**src/hdl/sparse_row_block_mask_encoder_unit_assert.svh**
```systemverilog
// ---------------------------------------------------------------------------
// Assertion macros for the sparse row block mask encoder
// Shared concurrent assertion forms, clocked on the rising edge and
// disabled while the active-low reset is asserted.
// ---------------------------------------------------------------------------
`ifndef SPARSE_ROW_BLOCK_MASK_ENCODER_UNIT_ASSERT_SVH
`define SPARSE_ROW_BLOCK_MASK_ENCODER_UNIT_ASSERT_SVH

// Same-cycle implication
`define SRBME_ASSERT_NOW(lbl, clk, rstn, ante, cons) \
    lbl: assert property (@(posedge clk) disable iff (!(rstn)) (ante) |-> (cons)) \
        else $error("assertion failed");

// Next-cycle implication
`define SRBME_ASSERT_NEXT(lbl, clk, rstn, ante, cons) \
    lbl: assert property (@(posedge clk) disable iff (!(rstn)) (ante) |=> (cons)) \
        else $error("assertion failed");

`endif

```
**src/hdl/srbme_pkg.sv**
```systemverilog
// ---------------------------------------------------------------------------
// srbme_pkg
// Types and constants shared by the sparse row block mask encoder modules.
// ---------------------------------------------------------------------------
package srbme_pkg;

    // input item modes
    typedef enum logic [1:0] {
        MODE_LOAD       = 2'd0,
        MODE_ENTRY      = 2'd1,
        MODE_ROW_END    = 2'd2,
        MODE_STREAM_END = 2'd3
    } mode_t;

    // result item kinds
    typedef enum logic [1:0] {
        KIND_RECORD  = 2'd0,
        KIND_ROW_END = 2'd1,
        KIND_TOTALS  = 2'd2,
        KIND_ERROR   = 2'd3
    } kind_t;

    typedef enum logic [1:0] {
        ERR_RANGE = 2'd0,
        ERR_WIDTH = 2'd1,
        ERR_ORDER = 2'd2
    } err_code_t;

    // classified operations handed from front to back
    typedef enum logic [1:0] {
        OP_ENTRY      = 2'd0,
        OP_ERROR      = 2'd1,
        OP_ROW_END    = 2'd2,
        OP_STREAM_END = 2'd3
    } op_t;

    localparam int BLK_W   = 10;
    localparam int LOC_W   = 5;
    localparam int WID_W   = 6;
    localparam int CNT_W   = 32;
    localparam int BCNT_W  = 11;
    localparam int KEY_W   = BLK_W + LOC_W;

    // APB map: one register at byte 0, paddr[2] selects register index
    localparam int         APB_AW          = 3;
    localparam logic [0:0] REG_BLOCK_COUNT = 1'b0;
    localparam logic [BCNT_W-1:0] BLOCK_COUNT_RESET = 11'd1;

    // command queue
    localparam int Q_DEPTH = 4;
    localparam int Q_AW    = 2;

    typedef struct packed {
        logic [1:0]       mode;
        logic [BLK_W-1:0] block_id;
        logic [LOC_W-1:0] local_id;
        logic [WID_W-1:0] tbl_width;
    } in_t;

    typedef struct packed {
        logic [1:0]       kind;
        logic [BLK_W-1:0] rec_block;
        logic [31:0]      gene_mask;
        logic [31:0]      value_offset;
        logic [31:0]      record_index;
        logic [1:0]       error_code;
        logic             error_seen;
        logic             last;
    } out_t;

    typedef struct packed {
        op_t              op;
        err_code_t        ecode;
        logic [BLK_W-1:0] blk;
        logic [LOC_W-1:0] loc;
    } cmd_t;

endpackage

```
**src/hdl/srbme_fifo.sv**
```systemverilog
// ---------------------------------------------------------------------------
// srbme_fifo
// Short command queue between front and back.
// ---------------------------------------------------------------------------
`include "sparse_row_block_mask_encoder_unit_assert.svh"

module srbme_fifo (
    input  logic            aclk,
    input  logic            aresetn,
    input  logic            push,
    input  srbme_pkg::cmd_t push_cmd,
    output logic            full,
    input  logic            pop,
    output logic            not_empty,
    output srbme_pkg::cmd_t head_cmd
);

    srbme_pkg::cmd_t           slot_reg [srbme_pkg::Q_DEPTH];
    logic [srbme_pkg::Q_AW-1:0] wr_ptr_reg, rd_ptr_reg;
    logic [srbme_pkg::Q_AW:0]   count_reg, count_next;

    assign full      = (count_reg == (srbme_pkg::Q_AW+1)'(srbme_pkg::Q_DEPTH));
    assign not_empty = (count_reg != '0);
    assign head_cmd  = slot_reg[rd_ptr_reg];

    always_comb begin
        count_next = count_reg;
        if (push && !pop) begin
            count_next = count_reg + 1'b1;
        end else if (pop && !push) begin
            count_next = count_reg - 1'b1;
        end
    end

    always_ff @(posedge aclk) begin
        if (push) begin
            slot_reg[wr_ptr_reg] <= push_cmd;
        end
    end

    always_ff @(posedge aclk) begin
        if (!aresetn) begin
            wr_ptr_reg <= '0;
            rd_ptr_reg <= '0;
            count_reg  <= '0;
        end else begin
            if (push) begin
                wr_ptr_reg <= wr_ptr_reg + 1'b1;
            end
            if (pop) begin
                rd_ptr_reg <= rd_ptr_reg + 1'b1;
            end
            count_reg <= count_next;
        end
    end

    `SRBME_ASSERT_NOW(a_no_overflow, aclk, aresetn, push, !full || pop)
    `SRBME_ASSERT_NOW(a_no_underflow, aclk, aresetn, pop, not_empty)
    `SRBME_ASSERT_NOW(a_ptr_gap, aclk, aresetn, 1'b1,
        (wr_ptr_reg - rd_ptr_reg) == count_reg[srbme_pkg::Q_AW-1:0])

endmodule

```
**config.mk**
```make
export PLATFORM = sky130hd
export DESIGN_NAME = srbme_fifo
export DESIGN_NICKNAME = d
export VERILOG_FILES = /design/src/hdl/srbme_pkg.sv /design/src/hdl/srbme_fifo.sv
export VERILOG_INCLUDE_DIRS = /design/src /design/src/hdl
export SDC_FILE = /design/constraint.sdc
export NUM_CORES = 1
export LEC_CHECK = 0
export ABC_AREA = 1
export BUFFER_PORTS_ARGS = -buffer_cell sky130_fd_sc_hd__clkbuf_2
export CORE_UTILIZATION = 50
export DETAILED_ROUTE_END_ITERATION = 12
export GPL_ROUTABILITY_DRIVEN = 0
export PLACE_DENSITY = 0.71
export SLEW_MARGIN = 20
export SYNTH_ARGS = -nofsm -noshare
export SYNTH_HDL_FRONTEND = slang
export SYNTH_SLANG_ARGS = --single-unit
```
**constraint.sdc**
```tcl
create_clock -name aclk -period 3.2 [get_ports aclk]
set_input_delay 0.32 -clock aclk [delete_from_list [all_inputs] [get_ports aclk]]
set_output_delay 0.32 -clock aclk [all_outputs]
set_load 0.05 [all_outputs]
```
# Word level (Yosys, flattened, before mapping)

Memories as Yosys holds them, arrays and structs flattened. A register that Yosys moved wholly into a read port is not among the register bits.
Cells that the tools add are included.

Add/sub/neg operators: 4
Eq/ne operators: 1
Mux-type cells: 6
Reduce and logical (&&, ||, !) cells: 6

Operators with widths:

| operator            | number |
|---|---|
| $mux 3              | 2 |
| $add 2x1->2 const B | 2 |
| $mux 2              | 2 |
| $add 3x1->3 const B | 1 |
| $eq 3x3->1 const B  | 1 |
| $reduce_bool 3->1   | 1 |
| $sub 3x1->3 const B | 1 |
| $logic_and 1x1->1   | 2 |
| $logic_not 1->1     | 2 |
| $mux 1              | 2 |
| $reduce_bool 2->1   | 1 |

Register bits after elaboration: 7
RAM bits: 76
Bits of input ports: 23
Output and inout port bits: 21
Logic and storage cells: 21
Memories: 1

Memories:

| memory   | words | bits a word | rd ports | clocked after memory_dff | write ports | line             | text |
|---|---|---|---|---|---|---|---|
| slot_reg | 4     | 19          | 1        | 1                        | 1           | srbme_fifo.sv:18 | `srbme_pkg::cmd_t slot_reg [srbme_pkg::Q_DEPTH];` |

# Logic depth before layout (Yosys ltp)

Word-level depth: 4
Depth in mapped cells: 10
Mapped depth without buffers: 10

# Worst setup path after synthesis

OpenSTA, ideal clock, no wires.

Path kind: register -> output
From: register (tool-made name)
To: output port head_cmd[0] in the netlist's numbering
Data arrival time: 1.454 ns
Data required time: 2.880 ns
Path slack: 1.426 ns
Stages on the path, launching flop included: 5
Buffers on the path: 2
Cell sequence: dfxtp_1 > buf_6 > buf_4 > nor2_1 > o22ai_1

RTL lines:

| element       | line             | text |
|---|---|---|
| end, declared | srbme_fifo.sv:15 | `output srbme_pkg::cmd_t head_cmd` |

==> impl_metrics.env <==
export IMPL_utilization_pct=59.19
export IMPL_drt_iter0_drc=103
export IMPL_antenna_found_initial=0
export IMPL_drt_wl_total_mm=5.577
export IMPL_p_leak_uw=0.001408
export IMPL_std_cell_rows=29
export IMPL_initial_utilization_pct=52.00
export IMPL_cts_made_buffers=9
export IMPL_grt_pass1_vias=1859
export IMPL_r2r_start="wr_ptr_reg[0]"
export IMPL_critical_path_cell_chain="inv_2, o21ai_0, o22ai_1, clkbuf_2"
export IMPL_drc_errors=0
export IMPL_setup_tns_ns=0
export IMPL_ys_seq_area_share_pct=74.57
export IMPL_route_met2_wl_mm=2.831
export IMPL_worstHoldStart="push_cmd[8]"
export IMPL_die_w_um=83.27
export IMPL_design_core_area_mm2=0.006350
export IMPL_insertedDiodeCount=0
export IMPL_instances_no_fill=369
export IMPL_cp_top_family="flip-flops"
export IMPL_clk_pin_slew_ns=0.09
export IMPL_netlist_area_leader_share_pct=69.12
export IMPL_ff2ff_setup_slack_ns=1.54
export IMPL_place_ws_ns=1.267
export IMPL_fin_crit_sh_pct=70.82
export IMPL_syn_avg_cell_area_um2=13.59
export IMPL_start_kind="register"
export IMPL_drive_gt1_share_pct=22.26
export IMPL_multiInputGateArea_um2=675.6
export IMPL_synth_top_cell_by_area="edfxtp_1"
export IMPL_htreeDepth=3
export IMPL_period_minus_slack_ns=2.266
export IMPL_root_buffer="clkbuf_8"
export IMPL_postLayoutSetupSlackWorst_ns=0.9338
export IMPL_die_area_mm2=0.006933
export IMPL_largest_reg_flops=76
export IMPL_top_layer="met4"
export IMPL_cts_path_max_buffers=2
export IMPL_vias=1922
export IMPL_ant_nets=0
export IMPL_hold_buffers=0
export IMPL_cts_sinks=85
export IMPL_synth_cell_type_count=22
export IMPL_syn_cell_area_mm2=0.003302
export IMPL_yosysWarningCount=0
export IMPL_place_inst=353
export IMPL_area_growth_pct=13.83
export IMPL_syn_inst=243
export IMPL_seqCellArea_mm2=0.002462
export IMPL_crit_slowest_cell="dfxtp_1"
export IMPL_cts_tree="done"
export IMPL_cts_resized=0
export IMPL_synth_most_common_cell="edfxtp_1"
export IMPL_synth_fp_nets=272
export IMPL_routedWlPerCell_um=15.11
export IMPL_power_density_mw_per_mm2=663.9
export IMPL_synthTopCellsByCount="76 x edfxtp_1, 42 x o21ai_0, 41 x nor2_1"
export IMPL_met1Wirelength_mm=2.387
export IMPL_hold_class="primary input to register"
export IMPL_report_final_hold_viol_count=0
export IMPL_worst_ep_arrival_time_ns=1.95
export IMPL_slew_headroom_pct=39.24
export IMPL_status="finished, final reports clean"
export IMPL_slew_violations=0
export IMPL_grt_setup_unrepaired="no"
export IMPL_tightest_slew_ns=0.9104
export IMPL_fin_nets=316
export IMPL_grt_pass1_wl_mm=8.742
export IMPL_synth_edff_count=76
export IMPL_holdWs_ns=0.1892
export IMPL_synth_main_ff_cell="edfxtp_1"
export IMPL_clkLatencyLatePin_ns=0.35
export IMPL_dp_hpwl_mm=3.237
export IMPL_critPathBufInv=2
export IMPL_grt_max_degree=39
export IMPL_vdd_drop_max_mv=0.4402
export IMPL_skew_ns=0.006948
export IMPL_async_reset_ff_share_pct=0
export IMPL_vias_per_cell=5.209
export IMPL_critical_path_max_stage_delay_ns=0.74
export IMPL_fmax_mhz=441.3
export IMPL_io_buffers=43
export IMPL_setup_viol=0
export IMPL_io_pins=44
export IMPL_wl_met3_um=233
export IMPL_drv_cap=0
export IMPL_cp_required_ns=2.88
export IMPL_track_usage_pct=17.05
export IMPL_worstSetupPathType="register to primary output"
export IMPL_die_y_um=83.27
export IMPL_cts_setup_buffers=0
export IMPL_fillers=492
export IMPL_overflow=0
export IMPL_yosys_top_cells_area="edfxtp_1 69%, o21ai_0 6.4%, dfxtp_1 5.5%"
export IMPL_path_max_fanout=20
export IMPL_crit_path_end_kind="primary output"
export IMPL_first_pass_iters=4
export IMPL_synth_seq_cells=85
==> stage by stage <==
| stage | power [uW] | instance area (um^2) |
|---|---|---|
| 2_1_floorplan | 1563 | 3302 |
| 3_3_place_gp | 1637 | 3521 |
| 3_5_place_dp | 1644 | 3521 |
| 4_1_cts | 2515 | 3759 |
| 5_1_grt | 2590 | 3759 |
| 6_report | 2495 | 3759 |
==> placed cells by master, fill, tap and decap left out <==
cell        netlist  final
a21oi_1           4      4
buf_4             2      1
bufinv_16         0      3
clkbuf_1          1      1
clkbuf_2          1     43
clkbuf_8          0      9
clkinv_1          0      1
clkinvlp_4        0      1
dfxtp_1           9      9
edfxtp_1         76     76
fa_1              1      1
ha_1              5      5
inv_1            15     15
inv_2             2      2
inv_6             0      1
nand2_1          10     10
nand3_1           1      1
nand4_1           1      1
nor2_1           41     41
nor2_2            3      3
nor3_1            1      1
o21ai_0          42     42
o21ai_2           2      2
o22ai_1          19     19
==> cells by family (layout without fill, tap and decap cells) <==
logic type | after synthesis | after routing | share of synthesized area (%)
and+or+nand+nor | 57 | 57 | 6.859
AOI/OAI and AO/OA | 67 | 67 | 11.10
DFF | 85 | 85 | 74.57
buffers and inverters | 28 | 77 | 4.963
adders and majority gates | 6 | 6 | 2.501
==> worst reg2reg max path: cells and delay by family (launching register included) <==
family	cells	cell delay [ns]
buf+inv	2	0.75
flops	1	0.33
fa+ha+maj	1	0.16
simple gates	1	0.05
==> final cells by class <==
type	count	area share, %
Clock buffer	10	3.395
Clock inverter	6	2.929
Inverter	17	1.698
Multi-Input combinational cell	130	17.98
Sequential cell	85	65.51
Tap cell	77	2.563
Timing Repair Buffer	44	5.925
==> final timing paths <==
check | to | cells after the start
worst min-delay path | slot_reg[2][8] | 1
worst min register to register | rd_ptr_reg[1] | 1
worst max register to register | slot_reg[0][18] | 4
worst max-delay path | head_cmd[12] | 4
==> report_power, final <==
group	internal, uW	switching, uW
sequential	1260	20.5
combinational	75.8	257
clock	519	362
==> per-layer routing <==
metal	vias up	track usage, %
met5	-	0
met4	0	10.50
met3	10	3.777
met2	37	28.24
met1	907	20.34
li1	968	-
Power figures use the tool's default switching activity.
