`config.mk`:
```
export PLATFORM = sky130hd
export DESIGN_NAME = srbme_back
export DESIGN_NICKNAME = d
export VERILOG_FILES = /design/src/hdl/srbme_pkg.sv /design/src/hdl/srbme_back.sv
export VERILOG_INCLUDE_DIRS = /design/src /design/src/hdl
export SDC_FILE = /design/constraint.sdc
export NUM_CORES = 1
export LEC_CHECK = 0
export BUFFER_PORTS_ARGS = -buffer_cell sky130_fd_sc_hd__buf_2
export CAP_MARGIN = 15
export CORE_MARGIN = 2
export CORE_UTILIZATION = 45
export DETAILED_ROUTE_END_ITERATION = 12
export HOLD_SLACK_MARGIN = 0.15
export PLACE_DENSITY_LB_ADDON = 0.15
export SLEW_MARGIN = 15
export SYNTH_ARGS = -nofsm -noshare
export SYNTH_HDL_FRONTEND = slang
export SYNTH_SLANG_ARGS = --single-unit
```
`constraint.sdc`:
```
create_clock -name aclk -period 6.1 [get_ports aclk]
set_input_delay 0.305 -clock aclk [delete_from_list [all_inputs] [get_ports aclk]]
set_output_delay 0.305 -clock aclk [all_outputs]
set_load 0.02 [all_outputs]
```
`src/hdl/sparse_row_block_mask_encoder_unit_assert.svh`:
```
// ---------------------------------------------------------------------------
// Assertion macros for the sparse row block mask encoder
// Shared concurrent assertion forms, clocked on the rising edge and
// disabled while the active-low reset is asserted.
// ---------------------------------------------------------------------------
`ifndef SPARSE_ROW_BLOCK_MASK_ENCODER_UNIT_ASSERT_SVH
`define SPARSE_ROW_BLOCK_MASK_ENCODER_UNIT_ASSERT_SVH

// Same-cycle implication
`define SRBME_ASSERT_NOW(lbl, clk, rstn, ante, cons) \
    lbl: assert property (@(posedge clk) disable iff (!(rstn)) (ante) |-> (cons)) \
        else $error("assertion failed");

// Next-cycle implication
`define SRBME_ASSERT_NEXT(lbl, clk, rstn, ante, cons) \
    lbl: assert property (@(posedge clk) disable iff (!(rstn)) (ante) |=> (cons)) \
        else $error("assertion failed");

`endif

```
`src/hdl/srbme_pkg.sv`:
```
// ---------------------------------------------------------------------------
// srbme_pkg
// Types and constants shared by the sparse row block mask encoder modules.
// ---------------------------------------------------------------------------
package srbme_pkg;

    // input item modes
    typedef enum logic [1:0] {
        MODE_LOAD       = 2'd0,
        MODE_ENTRY      = 2'd1,
        MODE_ROW_END    = 2'd2,
        MODE_STREAM_END = 2'd3
    } mode_t;

    // result item kinds
    typedef enum logic [1:0] {
        KIND_RECORD  = 2'd0,
        KIND_ROW_END = 2'd1,
        KIND_TOTALS  = 2'd2,
        KIND_ERROR   = 2'd3
    } kind_t;

    typedef enum logic [1:0] {
        ERR_RANGE = 2'd0,
        ERR_WIDTH = 2'd1,
        ERR_ORDER = 2'd2
    } err_code_t;

    // classified operations handed from front to back
    typedef enum logic [1:0] {
        OP_ENTRY      = 2'd0,
        OP_ERROR      = 2'd1,
        OP_ROW_END    = 2'd2,
        OP_STREAM_END = 2'd3
    } op_t;

    localparam int BLK_W   = 10;
    localparam int LOC_W   = 5;
    localparam int WID_W   = 6;
    localparam int CNT_W   = 32;
    localparam int BCNT_W  = 11;
    localparam int KEY_W   = BLK_W + LOC_W;

    // APB map: one register at byte 0, paddr[2] selects register index
    localparam int         APB_AW          = 3;
    localparam logic [0:0] REG_BLOCK_COUNT = 1'b0;
    localparam logic [BCNT_W-1:0] BLOCK_COUNT_RESET = 11'd1;

    // command queue
    localparam int Q_DEPTH = 4;
    localparam int Q_AW    = 2;

    typedef struct packed {
        logic [1:0]       mode;
        logic [BLK_W-1:0] block_id;
        logic [LOC_W-1:0] local_id;
        logic [WID_W-1:0] tbl_width;
    } in_t;

    typedef struct packed {
        logic [1:0]       kind;
        logic [BLK_W-1:0] rec_block;
        logic [31:0]      gene_mask;
        logic [31:0]      value_offset;
        logic [31:0]      record_index;
        logic [1:0]       error_code;
        logic             error_seen;
        logic             last;
    } out_t;

    typedef struct packed {
        op_t              op;
        err_code_t        ecode;
        logic [BLK_W-1:0] blk;
        logic [LOC_W-1:0] loc;
    } cmd_t;

endpackage

```
`src/hdl/srbme_back.sv`:
```
// ---------------------------------------------------------------------------
// srbme_back
// Executes queued commands: open record, counters, sticky error flag and
// the registered result output.
// ---------------------------------------------------------------------------
`include "sparse_row_block_mask_encoder_unit_assert.svh"

module srbme_back #(
    parameter int MASK_BITS = 32
) (
    input  logic            aclk,
    input  logic            aresetn,
    input  logic            q_not_empty,
    input  srbme_pkg::cmd_t q_cmd,
    output logic            q_pop,
    output logic            m_valid,
    input  logic            m_ready,
    output srbme_pkg::out_t m_data
);

    localparam logic [srbme_pkg::CNT_W-1:0] CNT_MAX = '1;

    logic                         open_valid_reg, open_valid_next;
    logic [srbme_pkg::BLK_W-1:0]  open_block_reg, open_block_next;
    logic [MASK_BITS-1:0]         open_mask_reg, open_mask_next;
    logic [srbme_pkg::CNT_W-1:0]  open_start_reg, open_start_next;
    logic [srbme_pkg::CNT_W-1:0]  entry_total_reg, entry_total_next;
    logic [srbme_pkg::CNT_W-1:0]  record_total_reg, record_total_next;
    logic                         error_flag_reg, error_flag_next;
    logic                         m_valid_reg, m_valid_next;
    srbme_pkg::out_t              m_data_reg, m_data_next;

    logic                         step, emit, is_end;
    logic [srbme_pkg::CNT_W-1:0]  record_inc, entry_inc;
    logic [MASK_BITS-1:0]         loc_bit;
    srbme_pkg::out_t              rec_out;

    assign step   = q_not_empty && (!m_valid_reg || m_ready);
    assign is_end = (q_cmd.op == srbme_pkg::OP_ROW_END)
                    || (q_cmd.op == srbme_pkg::OP_STREAM_END);
    // an end command that closes a record stays for a second result
    assign q_pop  = step && !(is_end && open_valid_reg);

    assign record_inc = (record_total_reg == CNT_MAX) ? record_total_reg
                                                      : record_total_reg + 1'b1;
    assign entry_inc  = (entry_total_reg == CNT_MAX) ? entry_total_reg
                                                     : entry_total_reg + 1'b1;
    assign loc_bit    = MASK_BITS'(1) << q_cmd.loc;

    always_comb begin
        rec_out              = '0;
        rec_out.kind         = srbme_pkg::KIND_RECORD;
        rec_out.rec_block    = open_block_reg;
        rec_out.gene_mask    = 32'(open_mask_reg);
        rec_out.value_offset = open_start_reg;
        rec_out.record_index = record_total_reg;
        rec_out.error_seen   = error_flag_reg;
    end

    always_comb begin
        open_valid_next   = open_valid_reg;
        open_block_next   = open_block_reg;
        open_mask_next    = open_mask_reg;
        open_start_next   = open_start_reg;
        entry_total_next  = entry_total_reg;
        record_total_next = record_total_reg;
        error_flag_next   = error_flag_reg;
        emit              = 1'b0;
        m_data_next       = rec_out;
        if (step) begin
            unique case (q_cmd.op)
                srbme_pkg::OP_ENTRY: begin
                    if (open_valid_reg && open_block_reg == q_cmd.blk) begin
                        open_mask_next = open_mask_reg | loc_bit;
                    end else begin
                        if (open_valid_reg) begin
                            emit              = 1'b1;
                            m_data_next.last  = 1'b1;
                            record_total_next = record_inc;
                        end
                        open_block_next = q_cmd.blk;
                        open_mask_next  = loc_bit;
                        open_start_next = entry_total_reg;
                    end
                    open_valid_next  = 1'b1;
                    entry_total_next = entry_inc;
                end
                srbme_pkg::OP_ERROR: begin
                    emit                   = 1'b1;
                    error_flag_next        = 1'b1;
                    m_data_next            = '0;
                    m_data_next.kind       = srbme_pkg::KIND_ERROR;
                    m_data_next.rec_block  = q_cmd.blk;
                    m_data_next.error_code = q_cmd.ecode;
                    m_data_next.error_seen = 1'b1;
                    m_data_next.last       = 1'b1;
                end
                srbme_pkg::OP_ROW_END,
                srbme_pkg::OP_STREAM_END: begin
                    emit = 1'b1;
                    if (open_valid_reg) begin
                        // flush first, report on the next step
                        record_total_next = record_inc;
                        open_valid_next   = 1'b0;
                        open_mask_next    = '0;
                    end else begin
                        m_data_next              = '0;
                        m_data_next.record_index = record_total_reg;
                        m_data_next.error_seen   = error_flag_reg;
                        m_data_next.last         = 1'b1;
                        if (q_cmd.op == srbme_pkg::OP_ROW_END) begin
                            m_data_next.kind = srbme_pkg::KIND_ROW_END;
                        end else begin
                            m_data_next.kind         = srbme_pkg::KIND_TOTALS;
                            m_data_next.value_offset = entry_total_reg;
                            open_block_next          = '0;
                            open_mask_next           = '0;
                            open_start_next          = '0;
                            entry_total_next         = '0;
                            record_total_next        = '0;
                            error_flag_next          = 1'b0;
                        end
                    end
                end
                default: begin
                    emit = 1'b0;
                end
            endcase
        end
    end

    always_comb begin
        m_valid_next = m_valid_reg && !m_ready;
        if (step) begin
            m_valid_next = emit;
        end
    end

    always_ff @(posedge aclk) begin
        if (step && emit) begin
            m_data_reg <= m_data_next;
        end
    end

    always_ff @(posedge aclk) begin
        if (!aresetn) begin
            open_valid_reg   <= 1'b0;
            open_block_reg   <= '0;
            open_mask_reg    <= '0;
            open_start_reg   <= '0;
            entry_total_reg  <= '0;
            record_total_reg <= '0;
            error_flag_reg   <= 1'b0;
            m_valid_reg      <= 1'b0;
        end else begin
            open_valid_reg   <= open_valid_next;
            open_block_reg   <= open_block_next;
            open_mask_reg    <= open_mask_next;
            open_start_reg   <= open_start_next;
            entry_total_reg  <= entry_total_next;
            record_total_reg <= record_total_next;
            error_flag_reg   <= error_flag_next;
            m_valid_reg      <= m_valid_next;
        end
    end

    assign m_valid = m_valid_reg;
    assign m_data  = m_data_reg;

    `SRBME_ASSERT_NEXT(a_err_sticky, aclk, aresetn,
        step && q_cmd.op == srbme_pkg::OP_ERROR, error_flag_reg)
    `SRBME_ASSERT_NEXT(a_totals_clear, aclk, aresetn,
        q_pop && q_cmd.op == srbme_pkg::OP_STREAM_END,
        !error_flag_reg && entry_total_reg == '0 && record_total_reg == '0)
    `SRBME_ASSERT_NOW(a_flush_holds, aclk, aresetn,
        step && is_end && open_valid_reg, !q_pop)
    `SRBME_ASSERT_NOW(a_closed_mask_zero, aclk, aresetn,
        !open_valid_reg, open_mask_reg == '0)

endmodule

```
# Word level (Yosys, flattened, before mapping)
# Index checks and enable logic that the tools add are counted.
[word_totals]
inputBits = 23
reg_bits = 253
output_inout_bits = 114
wordCells = 87
[op_classes]
eq_ne = 12
n_shift = 1
muxes = 33
bitwise_logic = 1
reduce_logical = 22
n_addsub = 2
[ops]
columns = ["operator", "count"]
rows = [
  ["$mux W32", 11],
  ["$pmux W32 S2", 4],
  ["$pmux W111 S2", 1],
  ["$mux W112", 1],
  ["$mux W110", 1],
  ["$add A32 B1 Y32 const B", 2],
  ["$eq A32 B32 Y1 const B", 2],
  ["$or A32 B32 Y32", 1],
  ["$shl A1 B5 Y32 const A", 1],
  ["$mux W10", 3],
  ["$pmux W10 S2", 1],
  ["$reduce_and A5 Y1", 3],
  ["$eq A10 B10 Y1", 1],
  ["$ne A2 B2 Y1 const B", 5],
  ["$logic_and A1 B1 Y1", 6],
  ["$mux W1", 6],
  ["$pmux W1 S2", 3],
  ["$eq A2 B2 Y1 const B", 2],
  ["$reduce_and A4 Y1", 1],
  ["$reduce_bool A2 Y1", 2],
  ["$logic_not A1 Y1", 3],
  ["$ne A3 B3 Y1 const B", 1],
  ["$pmux W1 S3", 1],
  ["$reduce_and A3 Y1", 1],
  ["other kinds (7)", 8],
]

# Logic depth before layout (Yosys ltp)
[depth]
ltp_word = 6
mapped_depth = 9
depth_no_buf = 7

# Worst setup path before layout
# Ideal clock, no wire load.
[synth_timing]
path_type = "register to register"
from = "register open_block_reg[5] in the netlist's numbering"
to = "register m_data_reg (netlist bit m_data[0]) (enable)"
path_stages_with_launch = 6
path_buffers = 0
synth_period_minus_slack_ns = 5.973
arrival_ns = 5.389
required_time_ns = 5.516
slack_ns = 0.127
path_cell_list = "dfxtp_1 xor2_1 nor4_2 nand2_1 a21oi_1 nor2_1"
[synth_between]
elab_chain_cells = 6
[synth_rtl]
columns = ["element", "line", "rtl"]
rows = [
  ["from (decl)", "srbme_back.sv:24", "logic [srbme_pkg::BLK_W-1:0] open_block_reg, open_block_next;"],
  ["from (signal assigned)", "srbme_back.sv:157", "open_block_reg <= open_block_next;"],
  ["$eq A10 B10 Y1", "srbme_back.sv:73", "if (open_valid_reg && open_block_reg == q_cmd.blk) begin"],
  ["$logic_and A1 B1 Y1", "srbme_back.sv:73", ""],
  ["$mux W1", "srbme_back.sv:73", ""],
  ["$pmux W1 S2", "srbme_back.sv:71", "unique case (q_cmd.op)"],
  ["$mux W1", "srbme_back.sv:70", "if (step) begin"],
  ["$logic_and A1 B1 Y1", "srbme_back.sv:140", "if (step && emit) begin"],
  ["to (signal assigned)", "srbme_back.sv:141", "m_data_reg <= m_data_next;"],
  ["to (decl)", "srbme_back.sv:31", "srbme_pkg::out_t m_data_reg, m_data_next;"],
]
# Every way passes these cells.
# A chain may end at the register's enable or synchronous reset.

# Worst setup path in the final report
[layout_timing]
from = "register record_total_reg[0] in the netlist's numbering"
to = "register record_total_reg[23] in the netlist's numbering"
[layout_between]
elab_chain_cells = 5
elab_cells_between_ends = 7
cone_classes = "add/sub: 1; eq/ne: 1; mux: 5"
[layout_rtl]
columns = ["element", "line", "rtl"]
rows = [
  ["from (decl)", "srbme_back.sv:28", "logic [srbme_pkg::CNT_W-1:0] record_total_reg, record_total_next;"],
  ["from (signal assigned)", "srbme_back.sv:161", "record_total_reg <= record_total_next;"],
  ["$add A32 B1 Y32 / $eq A32 B32 Y1 (equally long branches)", "srbme_back.sv:45, srbme_back.sv:44", ""],
  ["$mux W32 (*)", "srbme_back.sv:44", "assign record_inc = (record_total_reg == CNT_MAX) ? record_total_reg"],
  ["$mux W32", "srbme_back.sv:76", "if (open_valid_reg) begin"],
  ["$mux W32", "srbme_back.sv:73", ""],
  ["$pmux W32 S2 (*)", "srbme_back.sv:71", ""],
]
# Every way passes the cells marked *; elsewhere a longest branch is shown, timed or not. The select of a mux whose other input is x is not followed.

==> results_tabular.tex <==
\begin{tabular}{lr}
\hline
Metric & Value \\
\hline
\multicolumn{2}{l}{\textbf{Clock network}} \\
\quad Clock sink total & 253 \\
\quad Root cell of the clock tree & sky130\_fd\_sc\_hd\_\_clkbuf\_16 \\
\quad Number of resized instances in the post-cts repair step & 0 \\
\quad Clock latency at the later pin of the worst-skew pair & 0.53 ns \\
\quad CTS tree & yes \\
\quad Clock H-tree levels & 1 \\
\quad Clock-pin slew reported for the worst setup and hold paths after clock tree synthesis & 0.06 ns \\
\quad Maximum root-to-sink buffer count & 3 \\
\quad Clock buffer count from CTS & 27 \\
\multicolumn{2}{l}{\textbf{Timing}} \\
\quad Final-report max-slew violation count & 0 \\
\quad TNS Setup & 0 ns \\
\quad Worst slew margin relative to its limit & 35.61\% \\
\quad Worst Tran Pin Value & 0.9658 ns \\
\quad Hold violation count in the final report & 0 \\
\quad Setup violations, final & 0 \\
\quad Post-route clock period utilization & 51.93\% \\
\quad Final setup slack of the worst path & 2.932 ns \\
\quad Fin crit period & 3.168 ns \\
\quad Unrepaired setup endpoints after global routing & no \\
\quad Max frequency & 315.7 MHz \\
\quad Worst hold slack & 0.2129 ns \\
\quad Clock Skew & 0.007952 ns \\
\multicolumn{2}{l}{\textbf{Die}} \\
\quad Die outline area & 24,930 sq um \\
\quad IO Count & 137 \\
\quad Effective utilization at floorplan & 45.67\% \\
\quad FP Rows & 56 \\
\quad Core ar. & 23,330 sq um \\
\quad Die width & 157.9 um \\
\quad Y dimension of the die & 157.9 um \\
\multicolumn{2}{l}{\textbf{Routing}} \\
\quad Total via count after detailed routing & 7,378 \\
\quad Avg Vias per Cell & 5.170 \\
\quad Starting DRT DRC Count & 412 \\
\quad Total DRC errors in the routed layout & 0 \\
\quad Routed wire length & 22,880 um \\
\quad Initial DRT Pass Iterations & 4 \\
\quad Final routed wire length divided by cell count & 16.04 um \\
\quad Final antenna-violating net count & 0 \\
\multicolumn{2}{l}{\textbf{Worst setup path}} \\
\quad Element type at the critical path end & flip-flop \\
\quad Critical path class & reg2reg \\
\quad Nature of the critical path startpoint & flip-flop \\
\quad Slack of the worst reg-to-reg path & 2.93 ns \\
\quad Biggest fanout along the worst timing path & 18 \\
\quad Reg2reg path depth & 7 \\
\quad Required arrival time at the worst endpoint & 6.56 ns \\
\quad Capturing point of the worst reg2reg path & record\_total\_reg[23] \\
\quad Worst reg2reg path startpoint & record\_total\_reg[0] \\
\quad Endpoint arrival time on the critical path & 3.62 ns \\
\multicolumn{2}{l}{\textbf{Final layout}} \\
\quad Fraction of layout cells with a size suffix above 1 & 18.35\% \\
\quad Total area of multi-input combinational cells & 4230 sq um \\
\quad Utilization after layout & 54.20\% \\
\quad Final-layout fill cell count & 2,089 \\
\quad Final layout net count & 1,110 \\
\quad Sequential cell area & 6186 sq um \\
\quad Total non-filler cell area in the finished layout & 12,650 sq um \\
\quad Max FFs per register & 112 \\
\quad Syn-to-layout area delta & 18.67\% \\
\quad Non-filler cells, final & 1,427 \\
\multicolumn{2}{l}{\textbf{Synthesis}} \\
\quad Number of register bits inferred by synthesis & 253 \\
\quad Async SR Flop Fraction & 0\% \\
\quad Post-synth EDFFs & 112 \\
\quad Number of distinct standard cells referenced by the synthesized netlist & 51 \\
\quad Post-Synthesis Net Count & 966 \\
\quad Top\_reg\_cell synth & sky130\_fd\_sc\_hd\_\_dfxtp\_1 \\
\quad Syn Inst Count & 941 \\
\quad Total of warnings raised by yosys & 0 \\
\quad Synthesized area per cell & 11.32 sq um \\
\quad Sequential area share after synthesis & 58.05\% \\
\quad Post-synth design cell area & 10,660 sq um \\
\multicolumn{2}{l}{\textbf{Flow run}} \\
\quad \# Max-Cap Violations & 0 \\
\multicolumn{2}{l}{\textbf{Min path}} \\
\quad Cell count of the worst hold path & 3 \\
\quad Kind of path behind the tightest hold check & in2reg \\
\quad Worst-case hold path end point & open\_mask\_reg[8] \\
\quad Start point of the worst min-delay path & q\_cmd[0] \\
\multicolumn{2}{l}{\textbf{Placement}} \\
\quad Placed Cells & 1,358 \\
\quad Instance area at placement & 11,610 sq um \\
\quad Post-place setup slack & 2.524 ns \\
\quad Routability congestion estimate & 0.8101 \\
\quad IO Port Bufs & 136 \\
\quad Detailed placement HPWL & 14,430 um \\
\multicolumn{2}{l}{\textbf{Global routing}} \\
\quad GRT Resource Usage Total & 17.98\% \\
\quad First-pass GRT wire length & 36,300 um \\
\quad Number of antenna violations at the first check in global routing & 1 \\
\quad Largest net degree at the start of global routing & 75 \\
\quad Gr ovfl total & 0 \\
\quad Number of global-route vias before repair & 7,075 \\
\multicolumn{2}{l}{\textbf{Status}} \\
\quad Outcome & completed \\
\multicolumn{2}{l}{\textbf{Power}} \\
\quad Worst supply voltage drop on vdd & 0.0001793 V \\
\quad Total leakage power & 4.976 nW \\
\quad Power after layout & 3.656 mW \\
\quad Total power density per cell area & 289.1 nW/um\^{}2 \\
\hline
\end{tabular}
[cell usage after synthesis (2+ instances only)]
cell type	count	area, sq um
sky130_fd_sc_hd__or4_1	7	52.55
sky130_fd_sc_hd__nor4_1	4	25.02
sky130_fd_sc_hd__o211ai_1	3	22.52
sky130_fd_sc_hd__and2_1	42	262.8
sky130_fd_sc_hd__a32o_1	8	80.08
sky130_fd_sc_hd__nor2_1	78	292.8
sky130_fd_sc_hd__nand2_1	47	176.4
sky130_fd_sc_hd__a22o_1	66	578.1
sky130_fd_sc_hd__buf_6	6	67.56
sky130_fd_sc_hd__or2_1	2	12.51
sky130_fd_sc_hd__nor2b_1	116	725.7
sky130_fd_sc_hd__buf_2	6	30.03
sky130_fd_sc_hd__ha_1	2	25.02
sky130_fd_sc_hd__or3_1	3	18.77
sky130_fd_sc_hd__edfxtp_1	112	3363
sky130_fd_sc_hd__mux2i_1	43	430.4
sky130_fd_sc_hd__buf_1	2	7.510
sky130_fd_sc_hd__nor3b_1	5	37.54
sky130_fd_sc_hd__and4_1	9	78.83
sky130_fd_sc_hd__or2_2	4	25.02
sky130_fd_sc_hd__nand4_1	26	162.7
sky130_fd_sc_hd__o21ai_0	6	30.03
sky130_fd_sc_hd__nand3b_1	2	15.01
sky130_fd_sc_hd__nand2b_1	4	25.02
sky130_fd_sc_hd__xor2_1	32	280.3
sky130_fd_sc_hd__a21oi_1	12	60.06
sky130_fd_sc_hd__clkbuf_1	33	123.9
sky130_fd_sc_hd__inv_1	11	41.29
sky130_fd_sc_hd__xnor2_1	28	245.2
sky130_fd_sc_hd__o31ai_1	8	60.06
sky130_fd_sc_hd__dfxtp_1	141	2823
sky130_fd_sc_hd__nor3_1	14	70.07
sky130_fd_sc_hd__nand3_1	27	135.1
sky130_fd_sc_hd__and3_1	14	87.58
sky130_fd_sc_hd__o21ai_1	2	10.01
[cell type report]
type	instances	share of cell area (%)
Sequential cell	253	48.92
Clock buffer	41	6.164
Tap cell	319	3.156
Timing Repair Buffer	163	7.322
Inverter	11	0.3265
Multi-Input combinational cell	629	33.45
Clock inverter	9	0.6233
Antenna cell	2	0.03958
[what timing repair did]
| action | CTS | global route |
|---|---|---|
| setup endpoints to repair | 0 | 0 |
| hold buffers | 17 | 0 |
| setup buffers | 0 | 0 |
| hold endpoints to repair | 15 | 0 |
[report_power, final]
part / internal [mW] / total [mW] / switching (mW) / leakage (nW)
clock network: 0.924 / 1.57 / 0.647 / 0.408
registers: 1.81 / 1.83 / 0.0157 / 2.27
logic: 0.0761 / 0.255 / 0.179 / 2.30
total: 2.81 / 3.66 / 0.841 / 4.98
[worst max-delay path, cell delays in order, from the launching register on]
cell,delay [ns]
sky130_fd_sc_hd__dfxtp_1,0.35
sky130_fd_sc_hd__ha_1,0.32
sky130_fd_sc_hd__nand4_1,0.13
sky130_fd_sc_hd__nor4_1,0.09
sky130_fd_sc_hd__a21oi_1,0.76
sky130_fd_sc_hd__nand3_1,0.66
sky130_fd_sc_hd__or4_1,0.65
sky130_fd_sc_hd__a21oi_1,0.14
[kinds of logic (layout without fill, tap and decap cells)]
kind of cell / count (synthesis) / in the layout / synth area share [%]
mux: 44 / 44 / 4.145
compound gates: 112 / 112 / 8.630
buf+inv: 59 / 224 / 2.607
simple gates: 411 / 411 / 21.40
fa+ha+maj: 2 / 2 / 0.2348
flops: 253 / 253 / 58.05
xor+xnor: 60 / 60 / 4.931
other cells: 0 / 2 / 0
[cells in the final DEF (no fill, tap or decap), types with 11 or more instances in the layout]
| cell type | synthesis | routed |
|---|---|---|
| sky130_fd_sc_hd__and3_1 | 14 | 14 |
| sky130_fd_sc_hd__a21oi_1 | 12 | 12 |
| sky130_fd_sc_hd__clkbuf_16 | 0 | 28 |
| sky130_fd_sc_hd__buf_2 | 6 | 136 |
| sky130_fd_sc_hd__nor2_1 | 78 | 76 |
| sky130_fd_sc_hd__nand4_1 | 26 | 26 |
| sky130_fd_sc_hd__nand2_1 | 47 | 46 |
| sky130_fd_sc_hd__dlygate4sd3_1 | 0 | 17 |
| sky130_fd_sc_hd__nand3_1 | 27 | 27 |
| sky130_fd_sc_hd__edfxtp_1 | 112 | 112 |
| sky130_fd_sc_hd__nor3_1 | 14 | 14 |
| sky130_fd_sc_hd__mux2i_1 | 43 | 43 |
| sky130_fd_sc_hd__nor2b_1 | 116 | 116 |
| sky130_fd_sc_hd__inv_1 | 11 | 11 |
| sky130_fd_sc_hd__a22o_1 | 66 | 66 |
| sky130_fd_sc_hd__and2_1 | 42 | 42 |
| sky130_fd_sc_hd__dfxtp_1 | 141 | 141 |
| sky130_fd_sc_hd__xnor2_1 | 28 | 28 |
| sky130_fd_sc_hd__xor2_1 | 32 | 32 |
[metal layers]
| metal | vias up | global-route usage (%) | routed length, um |
|---|---|---|---|
| met4 | 0 | 5.628 | 494 |
| met5 | - | 0 | 0 |
| li1 | 3664 | - | - |
| met3 | 35 | 2.710 | 1119 |
| met2 | 169 | 29.36 | 10520 |
| met1 | 3510 | 24.68 | 10750 |
[how the worst max path moves through the flow]
stage                   startpoint                    to  cells past startpoint
4_1_cts        record_total_reg[0]  record_total_reg[23]                      7
3_5_place_dp             q_cmd[18]  record_total_reg[23]                      8
2_1_floorplan    open_block_reg[5]             m_data[0]                      5
6_report       record_total_reg[0]  record_total_reg[23]                      7
5_1_grt        record_total_reg[0]  record_total_reg[27]                      7
3_3_place_gp             q_cmd[18]  record_total_reg[23]                      8
(Power assumes the default switching activity.)
